File: config.mk
export PLATFORM = sky130hd
export DESIGN_NAME = xorshift1024star_generator_unit
export DESIGN_NICKNAME = d
export VERILOG_FILES = /design/src/hw/rtl/xs1024_pkg.sv /design/src/hw/rtl/xs1024_mul64.sv /design/src/hw/rtl/xorshift1024star_generator_unit.sv
export SDC_FILE = /design/constraint.sdc
export NUM_CORES = 2
export LEC_CHECK = 0
export ABC_AREA = 1
export BUFFER_PORTS_ARGS = -buffer_cell sky130_fd_sc_hd__buf_2
export CAP_MARGIN = 20
export CORE_UTILIZATION = 59
export DETAILED_ROUTE_END_ITERATION = 16
export GPL_TIMING_DRIVEN = 0
export PLACE_DENSITY = 0.75
export SYNTH_ARGS = -nofsm -noshare
export SYNTH_HDL_FRONTEND = slang
export SYNTH_SLANG_ARGS = --single-unit
File: constraint.sdc
create_clock -name clk -period 11.1 [get_ports clk]
set_clock_uncertainty 0.2 [all_clocks]
set_input_delay 0.555 -clock clk [delete_from_list [all_inputs] [get_ports clk]]
set_output_delay 0.555 -clock clk [all_outputs]
set_load 0.1 [all_outputs]
File: src/hw/rtl/xs1024_pkg.sv
`default_nettype none
// ----------------------------------------------------------------------------
// xs1024_pkg
// Shared widths and constants of the xorshift1024* generator.
// ----------------------------------------------------------------------------
package xs1024_pkg;

    localparam int WORD_W    = 64;
    localparam int HALF_W    = WORD_W / 2;
    localparam int NUM_WORDS = 16;
    localparam int PTR_W     = $clog2(NUM_WORDS);
    localparam int FRAC_W    = 16;
    localparam int DSUM_W    = FRAC_W + 2;

    // MurmurHash3 64-bit finalizer multipliers
    localparam logic [WORD_W-1:0] FMIX_MUL_A = 64'hff51afd7ed558ccd;
    localparam logic [WORD_W-1:0] FMIX_MUL_B = 64'hc4ceb9fe1a85ec53;
    // xorshift64* and xorshift1024* output multipliers
    localparam logic [WORD_W-1:0] XS64_MUL   = 64'd2685821657736338717;
    localparam logic [WORD_W-1:0] XS1024_MUL = 64'd1181783497276652981;

    localparam logic [FRAC_W:0] FRAC_DIV = 17'd65535;

    localparam int FMIX_SH  = 33;
    localparam int XS64_SH1 = 12;
    localparam int XS64_SH2 = 25;
    localparam int XS64_SH3 = 27;
    localparam int GEN_SHB1 = 31;
    localparam int GEN_SHB2 = 11;
    localparam int GEN_SHA  = 30;

    // Operation codes carried on the input side-band
    localparam logic OP_SEED = 1'b0;
    localparam logic OP_NEXT = 1'b1;

endpackage : xs1024_pkg
`default_nettype wire

File: src/hw/rtl/xs1024_mul64.sv
`default_nettype none
// ----------------------------------------------------------------------------
// xs1024_mul64
// Iterative 64x64 multiply, low 64 bits of the product, built from one
// shared 32x32 multiplier.
// ----------------------------------------------------------------------------
module xs1024_mul64 (
    input  wire logic                          clk,
    input  wire logic                          rst_n,
    input  wire logic                          start,
    input  wire logic [xs1024_pkg::WORD_W-1:0] op_a,
    input  wire logic [xs1024_pkg::WORD_W-1:0] op_b,
    output logic                               done,
    output logic [xs1024_pkg::WORD_W-1:0]      product
);

    localparam int HW = xs1024_pkg::HALF_W;
    localparam int WW = xs1024_pkg::WORD_W;

    logic [WW-1:0] a_reg;
    logic [WW-1:0] b_reg;
    logic [WW-1:0] prod_reg;
    logic [WW-1:0] acc_reg;
    logic          run_reg;
    logic [1:0]    step_reg;
    logic          done_reg;

    logic [HW-1:0] m_a;
    logic [HW-1:0] m_b;
    logic [WW-1:0] mul_full;

    // Select the partial product for this step; the high-by-high term
    // falls entirely above bit 63 and is dropped.
    always_comb
    begin
        case (step_reg)
            2'd0:
            begin
                m_a = a_reg[HW-1:0];
                m_b = b_reg[HW-1:0];
            end
            2'd1:
            begin
                m_a = a_reg[HW-1:0];
                m_b = b_reg[WW-1:HW];
            end
            default:
            begin
                m_a = a_reg[WW-1:HW];
                m_b = b_reg[HW-1:0];
            end
        endcase
    end

    assign mul_full = {{HW{1'b0}}, m_a} * {{HW{1'b0}}, m_b};

    always_ff @(posedge clk or negedge rst_n)
    begin
        if (!rst_n)
        begin
            run_reg  <= 1'b0;
            step_reg <= 2'd0;
            done_reg <= 1'b0;
        end
        else
        begin
            done_reg <= run_reg && (step_reg == 2'd3);
            if (start)
            begin
                run_reg  <= 1'b1;
                step_reg <= 2'd0;
            end
            else if (run_reg)
            begin
                step_reg <= step_reg + 2'd1;
                if (step_reg == 2'd3)
                begin
                    run_reg <= 1'b0;
                end
            end
        end
    end

    always_ff @(posedge clk)
    begin
        if (start)
        begin
            a_reg <= op_a;
            b_reg <= op_b;
        end
        if (run_reg)
        begin
            prod_reg <= mul_full;
            case (step_reg)
                2'd0:    acc_reg <= acc_reg;
                2'd1:    acc_reg <= prod_reg;
                default: acc_reg <= acc_reg + {prod_reg[HW-1:0], {HW{1'b0}}};
            endcase
        end
    end

    assign done    = done_reg;
    assign product = acc_reg;

endmodule : xs1024_mul64
`default_nettype wire

File: src/hw/rtl/xorshift1024star_generator_unit.sv
`default_nettype none
// ----------------------------------------------------------------------------
// xorshift1024star_generator_unit
// xorshift1024* pseudo-random generator with MurmurHash3-scrambled seeding.
// ----------------------------------------------------------------------------
// Operation: a next transfer gives one result; a seed transfer keeps the
//   unit busy until all sixteen words are written and gives no result.
// Flow: one item at a time; both kinds use the shared 64-bit
//   multiplier, and a new transfer is taken only in the idle state; a
//   result that still waits downstream holds a next item longer.
// Reset: all sixteen state words read as zero and the pointer is zero.
// ----------------------------------------------------------------------------
module xorshift1024star_generator_unit (
    input  wire logic        clk,
    input  wire logic        rst_n,
    input  wire logic        s_axis_tvalid,
    output logic             s_axis_tready,
    input  wire logic [63:0] s_axis_tdata,   // [63:0] seed
    input  wire logic        s_axis_tuser,   // [0] op
    output logic             m_axis_tvalid,
    input  wire logic        m_axis_tready,
    output logic [79:0]      m_axis_tdata    // [63:0] value, [79:64] fraction_numerator
);

    localparam int WW = xs1024_pkg::WORD_W;
    localparam int PW = xs1024_pkg::PTR_W;
    localparam int NW = xs1024_pkg::NUM_WORDS;
    localparam int FW = xs1024_pkg::FRAC_W;
    localparam int DW = xs1024_pkg::DSUM_W;

    typedef enum logic [3:0] {
        S_IDLE,
        S_AV_SH,
        S_XS_SH1,
        S_XS_SH2,
        S_XS_SH3,
        S_MUL_GO,
        S_MUL_WAIT,
        S_RD_A,
        S_RD_B,
        S_DIG,
        S_FOLD
    } state_t;

    // Which multiplier constant the current product uses
    typedef enum logic [1:0] {
        M_FMIX_A,
        M_FMIX_B,
        M_XS64,
        M_XS1024
    } msel_t;

    // Sequencer registers
    state_t        state_reg,  state_next;
    msel_t         msel_reg,   msel_next;
    logic [WW-1:0] acc_reg,    acc_next;
    logic [1:0]    sub_reg,    sub_next;
    logic          round_reg,  round_next;
    logic [PW-1:0] idx_reg,    idx_next;
    logic [PW-1:0] ptr_reg,    ptr_next;
    logic [NW-1:0] valid_reg,  valid_next;
    logic [DW-1:0] dsum_reg,   dsum_next;
    logic          ovalid_reg, ovalid_next;
    logic [WW-1:0] oval_reg,   oval_next;
    logic [FW-1:0] ofrac_reg,  ofrac_next;

    // State word store, one read port with registered data
    logic [WW-1:0] mem [NW];
    logic [WW-1:0] rd_data_reg;
    logic          rd_ok_reg;
    logic [PW-1:0] rd_addr;
    logic [WW-1:0] rd_word;
    logic          wr_en;
    logic [PW-1:0] wr_addr;
    logic [WW-1:0] wr_data;

    // Shared multiplier
    logic          mul_start;
    logic [WW-1:0] mul_const;
    logic          mul_done;
    logic [WW-1:0] mul_prod;

    // Mixing and fraction datapath
    logic [WW-1:0] b_sh1;
    logic [WW-1:0] b_mix;
    logic [WW-1:0] mixed;
    logic [FW:0]   fold;
    logic [FW-1:0] frac;
    logic          s_fire;

    assign s_fire = s_axis_tvalid && s_axis_tready;

    // A word that was never written since reset reads as zero
    assign rd_word = rd_ok_reg ? rd_data_reg : '0;

    assign b_sh1 = rd_word ^ (rd_word << xs1024_pkg::GEN_SHB1);
    assign b_mix = b_sh1 ^ (b_sh1 >> xs1024_pkg::GEN_SHB2);
    assign mixed = acc_reg ^ b_mix;

    // 2^16 = 1 mod 65535: fold the digit sum once, then one correction
    assign fold = {1'b0, dsum_reg[FW-1:0]} + {{(FW - 1){1'b0}}, dsum_reg[DW-1:FW]};
    assign frac = (fold >= xs1024_pkg::FRAC_DIV) ? FW'(fold - xs1024_pkg::FRAC_DIV)
                                                 : fold[FW-1:0];

    always_comb
    begin
        case (msel_reg)
            M_FMIX_A: mul_const = xs1024_pkg::FMIX_MUL_A;
            M_FMIX_B: mul_const = xs1024_pkg::FMIX_MUL_B;
            M_XS64:   mul_const = xs1024_pkg::XS64_MUL;
            default:  mul_const = xs1024_pkg::XS1024_MUL;
        endcase
    end

    // Read the current word on acceptance, the following word in the next cycle
    assign rd_addr = (state_reg == S_RD_A) ? ptr_reg + PW'(1) : ptr_reg;

    always_comb
    begin
        state_next  = state_reg;
        msel_next   = msel_reg;
        acc_next    = acc_reg;
        sub_next    = sub_reg;
        round_next  = round_reg;
        idx_next    = idx_reg;
        ptr_next    = ptr_reg;
        valid_next  = valid_reg;
        dsum_next   = dsum_reg;
        ovalid_next = ovalid_reg;
        oval_next   = oval_reg;
        ofrac_next  = ofrac_reg;
        mul_start   = 1'b0;
        wr_en       = 1'b0;
        wr_addr     = idx_reg;
        wr_data     = mul_prod;

        // Drop the result once the downstream side takes it
        if (ovalid_reg && m_axis_tready)
        begin
            ovalid_next = 1'b0;
        end

        case (state_reg)
            S_IDLE:
            begin
                if (s_fire)
                begin
                    if (s_axis_tuser == xs1024_pkg::OP_SEED)
                    begin
                        acc_next   = s_axis_tdata;
                        sub_next   = 2'd0;
                        round_next = 1'b0;
                        state_next = S_AV_SH;
                    end
                    else
                    begin
                        state_next = S_RD_A;
                    end
                end
            end

            // Finalizer, two passes: shift-xor, multiply A, shift-xor, multiply B, shift-xor
            S_AV_SH:
            begin
                acc_next = acc_reg ^ (acc_reg >> xs1024_pkg::FMIX_SH);
                case (sub_reg)
                    2'd0:
                    begin
                        msel_next  = M_FMIX_A;
                        state_next = S_MUL_GO;
                    end
                    2'd1:
                    begin
                        msel_next  = M_FMIX_B;
                        state_next = S_MUL_GO;
                    end
                    default:
                    begin
                        if (!round_reg)
                        begin
                            round_next = 1'b1;
                            sub_next   = 2'd0;
                        end
                        else
                        begin
                            idx_next   = '0;
                            state_next = S_XS_SH1;
                        end
                    end
                endcase
            end

            S_XS_SH1:
            begin
                acc_next   = acc_reg ^ (acc_reg >> xs1024_pkg::XS64_SH1);
                state_next = S_XS_SH2;
            end

            S_XS_SH2:
            begin
                acc_next   = acc_reg ^ (acc_reg << xs1024_pkg::XS64_SH2);
                state_next = S_XS_SH3;
            end

            S_XS_SH3:
            begin
                acc_next   = acc_reg ^ (acc_reg >> xs1024_pkg::XS64_SH3);
                msel_next  = M_XS64;
                state_next = S_MUL_GO;
            end

            S_MUL_GO:
            begin
                mul_start  = 1'b1;
                state_next = S_MUL_WAIT;
            end

            S_MUL_WAIT:
            begin
                if (mul_done)
                begin
                    acc_next = mul_prod;
                    case (msel_reg)
                        M_FMIX_A, M_FMIX_B:
                        begin
                            sub_next   = sub_reg + 2'd1;
                            state_next = S_AV_SH;
                        end
                        M_XS64:
                        begin
                            // Store the running value into the next seed word
                            wr_en               = 1'b1;
                            valid_next[idx_reg] = 1'b1;
                            idx_next            = idx_reg + PW'(1);
                            state_next          = (idx_reg == PW'(NW - 1)) ? S_IDLE
                                                                           : S_XS_SH1;
                        end
                        default:
                        begin
                            state_next = S_DIG;
                        end
                    endcase
                end
            end

            // Word at the old pointer is here; advance the pointer
            S_RD_A:
            begin
                acc_next   = rd_word ^ (rd_word >> xs1024_pkg::GEN_SHA);
                ptr_next   = ptr_reg + PW'(1);
                state_next = S_RD_B;
            end

            // Word at the new pointer is here; mix and write back
            S_RD_B:
            begin
                wr_en               = 1'b1;
                wr_addr             = ptr_reg;
                wr_data             = mixed;
                valid_next[ptr_reg] = 1'b1;
                acc_next            = mixed;
                msel_next           = M_XS1024;
                state_next          = S_MUL_GO;
            end

            S_DIG:
            begin
                dsum_next = DW'(acc_reg[15:0]) + DW'(acc_reg[31:16])
                          + DW'(acc_reg[47:32]) + DW'(acc_reg[63:48]);
                state_next = S_FOLD;
            end

            // Hold here while an earlier result still waits downstream
            S_FOLD:
            begin
                if (!ovalid_reg || m_axis_tready)
                begin
                    ovalid_next = 1'b1;
                    oval_next   = acc_reg;
                    ofrac_next  = frac;
                    state_next  = S_IDLE;
                end
            end

            default:
            begin
                state_next = S_IDLE;
            end
        endcase
    end

    always_ff @(posedge clk or negedge rst_n)
    begin
        if (!rst_n)
        begin
            state_reg  <= S_IDLE;
            msel_reg   <= M_FMIX_A;
            sub_reg    <= 2'd0;
            round_reg  <= 1'b0;
            idx_reg    <= '0;
            ptr_reg    <= '0;
            valid_reg  <= '0;
            ovalid_reg <= 1'b0;
            rd_ok_reg  <= 1'b0;
        end
        else
        begin
            state_reg  <= state_next;
            msel_reg   <= msel_next;
            sub_reg    <= sub_next;
            round_reg  <= round_next;
            idx_reg    <= idx_next;
            ptr_reg    <= ptr_next;
            valid_reg  <= valid_next;
            ovalid_reg <= ovalid_next;
            rd_ok_reg  <= valid_reg[rd_addr];
        end
    end

    always_ff @(posedge clk)
    begin
        acc_reg   <= acc_next;
        dsum_reg  <= dsum_next;
        oval_reg  <= oval_next;
        ofrac_reg <= ofrac_next;
    end

    always_ff @(posedge clk)
    begin
        if (wr_en)
        begin
            mem[wr_addr] <= wr_data;
        end
        rd_data_reg <= mem[rd_addr];
    end

    xs1024_mul64 u_mul (
        .clk     (clk),
        .rst_n   (rst_n),
        .start   (mul_start),
        .op_a    (acc_reg),
        .op_b    (mul_const),
        .done    (mul_done),
        .product (mul_prod)
    );

    assign s_axis_tready = (state_reg == S_IDLE);
    assign m_axis_tvalid = ovalid_reg;
    assign m_axis_tdata  = {ofrac_reg, oval_reg};

endmodule : xorshift1024star_generator_unit
`default_nettype wire

==> run summary <==
Clock network
• **number of clock buffers inserted by TritonCTS** 140
• **Clock transition at path regs** 0.07 ns
• **Root Driver** clkbuf_16
• **H-tree Lvls** 4
• **clk_lat worst skew** 0.86 ns
• **maximum number of buffers from clock root to sink** 3
• **CTS tree** yes
• **TritonCTS Sinks** 1,495
• **Post CTS Setup Buffer Count** 0

Timing
• **final hold viol count** 0
• **final setup violation count** 0
• **hold_ws** 0.0566 ns
• **Slew Limit Fails** 0
• **post-route worst setup slack** 0.0506 ns
• **Slew headroom** 0.0596
• **Highest Clock Rate** 90.5 MHz
• **fin crit share** 0.995
• **RSZ-0062 raised after global routing** false
• **pin slew with the least headroom to its limit** 1.41 ns
• **final-layout setup total negative slack** 0 ns
• **final critical-path required period** 11.05 ns

Global route
• **global route total overflow** 0
• **pin count of the biggest net entering global routing** 46
• **GRT Util Overall** 0.513
• **GR met3 Demand/Resource** 0.264
• **GR Layer Usage met1** 0.680
• **number of global-route vias before repair** 81,600
• **wire length of the first global-routing pass** 603 mm
• **busiest layer in global routing** met1
• **grt met2 use** 0.678
• **initial antenna violation count** 34

Job
• **number of max-cap violations** 0

Floorplan
• **Initial Utilization** 0.595
• **floorplan die width** 413 um
• **Boundary Pins** 151
• **core region area** 167,000 um^2
• **Chip Height** 413 um
• **standard-cell row count** 150
• **Die Outline Area** 170,000 um^2

Worst setup path
• **type of the worst setup path** flip-flop to flip-flop
• **maximum cell stage delay along the critical path** 1.06 ns
• **largest fanout of any net on the critical path** 10
• **kind of start point of the critical path** flip-flop
• **kind of capture point of the worst setup path** flip-flop
• **required time of the critical path** 11.52 ns
• **most used cell along the critical path** fa_1
• **destination of the worst register-to-register timing path** u_mul.prod_reg[38]
• **Worst Reg-to-Reg Cells** 27
• **launch point of the worst path** u_mul.step_reg[0]
• **library cell contributing the largest single delay on the critical path** clkinv_1
• **Reg2Reg Launch Point** u_mul.step_reg[0]
• **FF-to-FF setup slack** 0.05 ns
• **data arrival time at the worst-slack endpoint** 11.46 ns

Yosys
• **yosys warns** 0
• **most common flop cell mapped by yosys** edfxtp_1
• **EDFF count, synth** 1,392
• **net count after synthesis** 11,400
• **library cell occupying the most area in the post-synthesis netlist** edfxtp_1
• **number of synthesized register bits** 1,495
• **synthesized area** 99,600 um^2
• **Synth async-reset ratio** 0.0261
• **Netlist cell types** 56
• **top cells by area, synth** edfxtp_1 42%, fa_1 19%, nor2_1 6.3%
• **sequential share of the synthesized area** 0.442
• **most common library cells after synthesis** 1,678 x nor2_1, 1,461 x inv_1, 1,392 x edfxtp_1
• **fraction of synthesized cell area taken by the top area cell type** 0.420
• **most frequently used cell type in the post-synthesis netlist** nor2_1
• **Gate Count Post-Synth** 10,000
• **Avg Cell Area, Syn** 9.92 um^2

Placement
• **worst setup timing slack at the placement stage** 0.257 ns
• **count of buffers from port buffering** 150
• **GP Congestion** 1.17
• **sum of net half-perimeters after detailed placement** 335 mm

Min path
• **Endpoint, Worst Hold** acc_reg[37]
• **worst min path class** input port to flip-flop
• **cell count of the worst hold path** 3
• **critical hold path startpoint** s_axis_tdata[37]

Route
• **final wirelength** 438 mm
• **Iteration-0 DRC Markers** 16,200
• **Vias/cell** 6.65
• **DR DRC count** 0
• **DRT Pass-1 Iters** 9
• **Routed Antenna Nets** 0
• **total vias in the final route** 85,700
• **routed wirelength normalized by instance count** 34.0 um

Cells and area
• **flip-flop count of the largest register, all copies and words added** 1,024
• **number of nets in the finished design** 11,900
• **share of cells above drive strength 1** 0.0765
• **register with the most flip-flops** mem
• **number of filler instances in the final layout** 12,600
• **final core utilization** 0.664
• **post-synthesis to final-layout area growth** 11.6%

Run status
• **run status** finished, final reports clean

[through the flow]
stage / instances / cell area [um^2]
global placement: 12400 / 103000
finish: 12900 / 111000
floorplan: 10000 / 99600
detailed placement: 12500 / 105000
global route: 12900 / 111000
CTS: 12800 / 111000
[layout make-up]
type                    instances  area [um^2]  share of cell area
repair buffers                347         3540              0.0318
inverters                    1490         5600              0.0504
well taps                    2204         2760              0.0248
multi-input cells            6564        48100               0.433
clock inverters                77         1060             0.00955
flip-flops and latches       1495        44100               0.396
clock buffers                 181         3790              0.0341
diodes                         22         55.1            0.000495
plain buffers                 493         2220              0.0199
[kinds of logic (layout without fill, tap and decap cells)]
logic type,count (synthesis),after routing,share of synthesized area
AND/OR/NAND/NOR,3401,3401,0.135
buffers and inverters,1983,2588,0.0783
AO/OA/AOI/OAI,1658,1658,0.0947
flip-flops,1495,1495,0.442
adder cells (fa/ha/maj),1266,1266,0.229
XOR/XNOR,239,239,0.0211
other,0,22,0
[worst max-delay path by stage]
stage,end,slack [ns]
5_1_grt,u_mul.prod_reg[38],0.05
6_report,u_mul.prod_reg[38],0.05
4_1_cts,u_mul.prod_reg[38],0.21
3_3_place_gp,u_mul.prod_reg[61],-1.47
2_1_floorplan,u_mul.prod_reg[62],3.33
3_5_place_dp,u_mul.prod_reg[38],0.26
[worst max-delay path: cells and delay by family, from the launching register on]
kind / cells / cell delay [ns]
compound gates: 2 / 1.12
simple gates: 6 / 1.31
buf+inv: 8 / 2.60
fa+ha+maj: 10 / 4.82
flops: 1 / 0.45
xor+xnor: 1 / 0.29
[layer usage]
metal / vias to the layer above / share of wire
li1: 33700 / -
met3: 1738 / 0.19
met2: 8722 / 0.39
met4: 44 / 0.064
met5: - / 0.0022
met1: 41500 / 0.35
[cell usage in the layout (no fill, tap or decap), types with 41 or more instances in the layout]
cell	netlist	routed
clkbuf_16	0	143
nor3_1	42	41
fa_1	930	930
o22ai_1	43	42
edfxtp_1	1392	1392
nor2_1	1678	1654
buf_8	0	43
ha_1	336	336
clkbuf_1	238	260
xor2_1	123	123
a21oi_1	286	283
buf_1	64	66
nand3_1	253	253
dlygate4sd3_1	0	62
o211ai_1	216	216
buf_2	167	317
nand2_1	1338	1338
o21ai_0	765	724
inv_1	1461	1461
dfxtp_1	64	64
o21ai_1	155	160
xnor2_1	115	115
[timing repair]
item | 4_1_cts | 5_1_grt
hold buffers | 61 | 1
resized for setup | 0 | 26
endpoints found under the hold margin | 99 | 4
setup endpoints to repair | 0 | 20
Power is not shown: default switching activity piles up to over one toggle a cycle in this logic, so the estimate is an artifact.
